===== src/hdl/cfrt_pkg.sv =====
// Shared constants, state type and control struct for the complex FIR with real taps.
`default_nettype none

package cfrt_pkg;

    // Filter dimensions
    localparam int MAX_TAPS     = 128;
    localparam int SAMPLE_WIDTH = 16;

    // Fixed field widths
    localparam int COEF_W      = 16;
    localparam int TAP_INDEX_W = 7;
    localparam int TAP_COUNT_W = 8;

    // Derived sizes
    localparam int HIST_LEN  = MAX_TAPS - 1;
    localparam int HIST_AW   = (HIST_LEN > 1) ? $clog2(HIST_LEN) : 1;
    localparam int COEF_AW   = $clog2(MAX_TAPS);
    localparam int K_W       = $clog2(MAX_TAPS + 1);
    localparam int PROD_W    = SAMPLE_WIDTH + COEF_W;
    localparam int ACC_W     = PROD_W + $clog2(MAX_TAPS);
    localparam int FRAC_BITS = COEF_W - 1;

    // Stream packing
    localparam int IN_OFS_Q     = SAMPLE_WIDTH;
    localparam int IN_OFS_IDX   = 2 * SAMPLE_WIDTH;
    localparam int IN_OFS_VAL   = 2 * SAMPLE_WIDTH + TAP_INDEX_W;
    localparam int IN_FIELDS_W  = 2 * SAMPLE_WIDTH + TAP_INDEX_W + COEF_W;
    localparam int IN_TDATA_W   = ((IN_FIELDS_W + 7) / 8) * 8;
    localparam int OUT_TDATA_W  = ((2 * SAMPLE_WIDTH + 7) / 8) * 8;

    // Item kinds carried on tuser
    localparam logic CMD_SAMPLE = 1'b0;
    localparam logic CMD_COEF   = 1'b1;

    typedef enum logic [1:0] {
        ST_IDLE,
        ST_RUN,
        ST_DRAIN,
        ST_DONE
    } fir_state_t;

    typedef struct packed {
        logic clear;
        logic valid;
    } mac_ctl_t;

endpackage

`default_nettype wire


===== src/hdl/cfrt_mac.sv =====
// Shared I/Q multiply-accumulate unit with round-half-up and saturation.
`default_nettype none

module cfrt_mac (
    input  logic                                     clk,
    input  logic                                     rst_n,
    input  cfrt_pkg::mac_ctl_t                       ctl,
    input  logic signed [cfrt_pkg::SAMPLE_WIDTH-1:0] x_i,
    input  logic signed [cfrt_pkg::SAMPLE_WIDTH-1:0] x_q,
    input  logic signed [cfrt_pkg::COEF_W-1:0]       coef,
    output logic                                     busy,
    output logic signed [cfrt_pkg::SAMPLE_WIDTH-1:0] res_i,
    output logic signed [cfrt_pkg::SAMPLE_WIDTH-1:0] res_q
);
    import cfrt_pkg::*;

    localparam int SUM_W      = ACC_W + 1;
    localparam int WHOLE_W    = SUM_W - FRAC_BITS;
    localparam int ROUND_HALF = 1 << (FRAC_BITS - 1);

    logic signed [PROD_W-1:0] prod_i_reg;
    logic signed [PROD_W-1:0] prod_q_reg;
    logic                     prod_vld_reg;
    logic signed [ACC_W-1:0]  acc_i_reg;
    logic signed [ACC_W-1:0]  acc_q_reg;

    // add half an LSB, drop fraction, clamp to sample range
    function automatic logic signed [SAMPLE_WIDTH-1:0] round_sat(
        input logic signed [ACC_W-1:0] acc
    );
        logic [SUM_W-1:0]   sum;
        logic [WHOLE_W-1:0] whole;
        logic [WHOLE_W-SAMPLE_WIDTH:0] top;
        sum   = {acc[ACC_W-1], acc} + SUM_W'(ROUND_HALF);
        whole = sum[SUM_W-1:FRAC_BITS];
        top   = whole[WHOLE_W-1:SAMPLE_WIDTH-1];
        if ((&top) || !(|top))
            round_sat = whole[SAMPLE_WIDTH-1:0];
        else if (whole[WHOLE_W-1])
            round_sat = {1'b1, {(SAMPLE_WIDTH-1){1'b0}}};
        else
            round_sat = {1'b0, {(SAMPLE_WIDTH-1){1'b1}}};
    endfunction

    always_ff @(posedge clk or negedge rst_n)
    begin
        if (!rst_n)
        begin
            prod_vld_reg <= 1'b0;
        end
        else
        begin
            prod_vld_reg <= ctl.valid;
        end
    end

    always_ff @(posedge clk)
    begin
        prod_i_reg <= x_i * coef;
        prod_q_reg <= x_q * coef;
        if (ctl.clear)
        begin
            acc_i_reg <= '0;
            acc_q_reg <= '0;
        end
        else if (prod_vld_reg)
        begin
            acc_i_reg <= acc_i_reg + {{(ACC_W-PROD_W){prod_i_reg[PROD_W-1]}}, prod_i_reg};
            acc_q_reg <= acc_q_reg + {{(ACC_W-PROD_W){prod_q_reg[PROD_W-1]}}, prod_q_reg};
        end
    end

    assign busy  = prod_vld_reg;
    assign res_i = round_sat(acc_i_reg);
    assign res_q = round_sat(acc_q_reg);

endmodule

`default_nettype wire

===== config.mk =====
export PLATFORM = sky130hd
export DESIGN_NAME = cfrt_mac
export DESIGN_NICKNAME = d
export VERILOG_FILES = /design/src/hdl/cfrt_pkg.sv /design/src/hdl/cfrt_mac.sv
export SDC_FILE = /design/constraint.sdc
export NUM_CORES = 2
export LEC_CHECK = 0
export BUFFER_PORTS_ARGS = -buffer_cell sky130_fd_sc_hd__buf_2
export CORE_ASPECT_RATIO = 0.9
export CORE_MARGIN = 3
export CORE_UTILIZATION = 50
export CTS_CLUSTER_DIAMETER = 80
export CTS_CLUSTER_SIZE = 16
export DETAILED_ROUTE_END_ITERATION = 12
export PLACE_DENSITY = 0.7
export SLEW_MARGIN = 10
export SYNTH_ARGS = -nofsm -noshare
export SYNTH_HDL_FRONTEND = slang
export SYNTH_SLANG_ARGS = --single-unit

===== constraint.sdc =====
create_clock -name clk -period 3.15 [get_ports clk]
set_clock_uncertainty 0.1 [all_clocks]
set_input_delay 0.1575 -clock clk [delete_from_list [all_inputs] [get_ports clk]]
set_output_delay 0.1575 -clock clk [all_outputs]
set_load 0.05 [all_outputs]

Word-level counts from Yosys, hierarchy flattened --
Cells that the tools add are included.
Operators by class: add/subtract/negate cells 4, $mul 2, div/mod/pow operators 0, order comparisons 0, equal/unequal tests 0, shift operators 0, muxes and demuxes 4, bitwise gates (word level) 0, reductions and logical operators 8
Operators by type and width (count):
- 39-bit by 16-bit adder with 40-bit output (second input constant) | 2
- 39-bit adder | 2
- 16-bit by 16-bit multiplier with 32-bit output | 2
- 16-bit two-way mux | 4
- 10-bit AND reduction | 2
- 10-bit OR reduction | 2
- 1-bit zero test | 2
- 1-bit logical OR | 2
Storage, ports and cells: bits in registers 143, latch bits 0, RAM bits 0, ROM bits 0, bits of input ports 52, output and inout bits 33, word-level logic and storage cells 23, memories kept 0

Longest topological paths before layout --
depth after elaboration 5, depth in mapped cells 26, mapped depth without buffers 25

Least setup slack after synthesis --
Ideal clock, no wire load.
path kind input to register, from input coef[1] in the netlist's numbering, to register prod_i_reg[31], library setup time 72 ps, data arrival time 6133 ps, data required time 2978 ps, path slack -3155 ps, stages 23, cell sequence clkbuf_1 nand2_1 fa_1 fa_1 inv_1 fa_1 fa_1 fa_1 inv_1 fa_1 inv_1 ha_1 a211oi_1 o2111a_1 o311ai_1 a31o_1 a21o_1 a41o_1 a22o_1 o41a_1 a21o_1 a21oi_2 xnor2_1
On the way: word-level cells in the longest chain between the ends 1
Ends and longest elaborated chain:
- start: declaration | RTL line cfrt_mac.sv:10 | input logic signed [cfrt_pkg::COEF_W-1:0] coef,
- 16-bit by 16-bit multiplier with 32-bit output | RTL line cfrt_mac.sv:59 | prod_i_reg <= x_i * coef;
- end signal: assignment | RTL line cfrt_mac.sv:59
- end: declaration | RTL line cfrt_mac.sv:21 | logic signed [PROD_W-1:0] prod_i_reg;
Every way passes these cells. A chain may end at the register's enable or synchronous reset.

Worst setup path after layout --
from input x_i[8] in the netlist's numbering, to register prod_i_reg[31]
On the way: word-level cells in the longest chain between the ends 1
Ends and longest elaborated chain:
- start: declaration | RTL line cfrt_mac.sv:8 | input logic signed [cfrt_pkg::SAMPLE_WIDTH-1:0] x_i,
- 16-bit by 16-bit multiplier with 32-bit output | RTL line cfrt_mac.sv:59
Every way passes these cells.

==> metrics <==
outcome complete, but fails checks; violated checks negative setup slack; Via density 5.241; nets@finish 4599; endpoints failing hold 0; Crit Path Category input port to flip-flop; post-synthesis register bit count 143; Worst-Skew Late Latency 470 ps; TritonCTS Buffers 17; DIE WIDTH 258.0 um; Cell Area, Synth 0.02858 mm2; setup slack after layout -2559 ps; CTS sink cnt about 140; crit path max fanout 6; hold path startpoint coef[0]; number of global-route vias before repair roughly 25000; worst r2r src acc_i_reg[0]; area leader, netlist fa_1; Reg clk slew, reported paths 70 ps; total gr overflow 0; IO buf count 84; DR iter-0 viols between 1000 and 1500; die height 232.8 um; Ys Warns 0; min Tclk post-route 5709 ps; synthesis-to-layout area growth 32.02%; RSZ-0062 raised after global routing true; Slew @ Worst Pin 763.5 ps; WP data required 3450 ps; pre-CTS setup slack -3261 ps; end of the critical path prod_i_reg[31]; share of cells above drive strength 1 29.67%; crit path launch type input port; TritonCTS clock tree done; core area 0.05612 mm2; top cells by area, synth fa_1 37%, ha_1 11%, dfxtp_1 9.9%; top cell type's share of synthesized area 36.84%; R2R cell count 15; sequential share of the synthesized area approximately 10%; commonest non-fill, non-tap cell in the layout inv_1; number of flops mapped to enable cells by yosys 0; placed cell areas 0.03392 mm2; final WL 76090 um; Avg WL per Cell 16.72 um; WP data arrival 6010 ps; commonest non-fill, non-tap cells in the layout 577 x inv_1, 485 x fa_1, 456 x buf_4; Slew Viols, Final 0; max frequency 0.1752 GHz; Final GP Congestion a little under 0.9; H-tree depth 4; unique cell type count in the Yosys netlist 72; Post-Syn Area per Cell ~8.8 um2; Final Setup Violations 86; Die ar. 0.06007 mm2; setup TNS -95550 ps; Max Cap Violations 0; fin crit share 181.2%; initial antenna violation count 2; dominant synthesized flop cell dfxtp_1; global-route wire length before repair 124200 um; total track usage 25.68%; beginning of the critical path x_i[8]; Syn Inst Count between 3000 and 4000; final core occ 67.24%; clk buf depth 2; Post-DP HPWL between 60000 and 70000 um; hold crit path type input port to flip-flop; Reg2Reg Setup Slack -200 ps; routed via count 23848; asr flop ratio synth 0.6993%; pin count of the biggest net entering global routing 44; Rel. slew slack 48.64%; Pre-Repair DR Iteration Count 5; I/O Pins 85; Initial Utilization 50.93%; crit path capture type flip-flop; DRC 0; post-route ant nets 0; clock root cell clkbuf_16; Syn Nets between 4000 and 5000; number of core rows 82; reg-to-reg endpoint acc_i_reg[38]; fin area 0.03773 mm2
[kinds of logic (layout without fill, tap and decap cells)]
family / Yosys count / after routing / share of synthesized area, %
AOI/OAI and AO/OA: 418 / 418 / 9.578
adders and majority gates: 768 / 768 / 47.43
muxes: 70 / 70 / 2.451
DFF: 143 / 143 / 10.03
buffers and inverters: 748 / 1301 / 9.845
and+or+nand+nor: 932 / 932 / 15.75
other: 0 / 2 / 0
xor gates and xnor gates: 160 / 160 / 4.903
[worst min-delay path by stage]
stage                          to  slack, ps  depth (start not counted)
finish              prod_i_reg[0]         70                          2
global route        prod_i_reg[0]         50                          2
CTS                 prod_i_reg[0]         30                          2
detailed placement           busy       -170                          1
global placement             busy       -170                          1
floorplan                    busy       -240                          0
[cell usage after synthesis (18+ instances only)]
library cell  number
nor2_1           169
mux2i_1           70
dfxtp_1          142
nand2_1          340
o21ai_0           57
a21oi_1          132
nand3_1           43
o21bai_1          19
clkbuf_1         110
o21a_1            18
fa_1             526
xnor2_1          121
a211oi_1          22
inv_1            625
ha_1             242
nor3_1            28
and2_1           253
and3_1            19
xor2_1            39
a21o_1            46
[per-stage QoR]
step | instances | hold slack, ps
3_3_place_gp | 4414 | -167.5
3_5_place_dp | 4414 | -165.7
4_1_cts | 4525 | 26.13
6_report | 4550 | 66.34
2_1_floorplan | 3239 | -238.1
5_1_grt | 4549 | 54.06
[what timing repair did]
action,in CTS,in global routing
pin swaps,150,210
setup buffers,76,46
gates cloned,4,3
hold buffers,5,0
resized for setup,364,243
endpoints found under the setup margin,99,108
hold endpoints to repair,4,0
[area by class of cell]
| cell class | count | area, um2 |
|---|---|---|
| antenna | 2 | 5.005 |
| clock inverter | 15 | 165.2 |
| clock buffer | 17 | 425.4 |
| inverter | 626 | 2354 |
| tap | 756 | 945.9 |
| multi-input combinational | 2348 | 25230 |
| sequential | 143 | 2898 |
| timing repair buffer | 643 | 5710 |
| fill | 4457 | 18390 |
[worst max-delay path, stage by stage]
cell and delay, ps:
buf_12 110, and2_4 150, fa_1 540, inv_1 50, fa_1 470, inv_1 50, fa_1 500, fa_1 430
fa_1 510, inv_2 40, fa_1 510, inv_2 50, ha_4 230, a211oi_4 230, o2111a_1 240, o311ai_2 120
a31o_1 240, a21o_1 160, a41o_1 200, a22o_1 240, o41a_1 350, a21o_1 180, a21oi_2 120, xnor2_1 110
[layer usage]
layer	up-vias	track usage [%]	wire, um
li1	11218	-	-
met1	11866	36.90	34600
met2	661	40.93	35140
met3	103	3.765	4753
met4	0	6.552	1592
met5	-	0	0
Power is left out: the tool's default activity adds up to more than one toggle a clock period on the data nets, which glitch-free logic cannot reach.
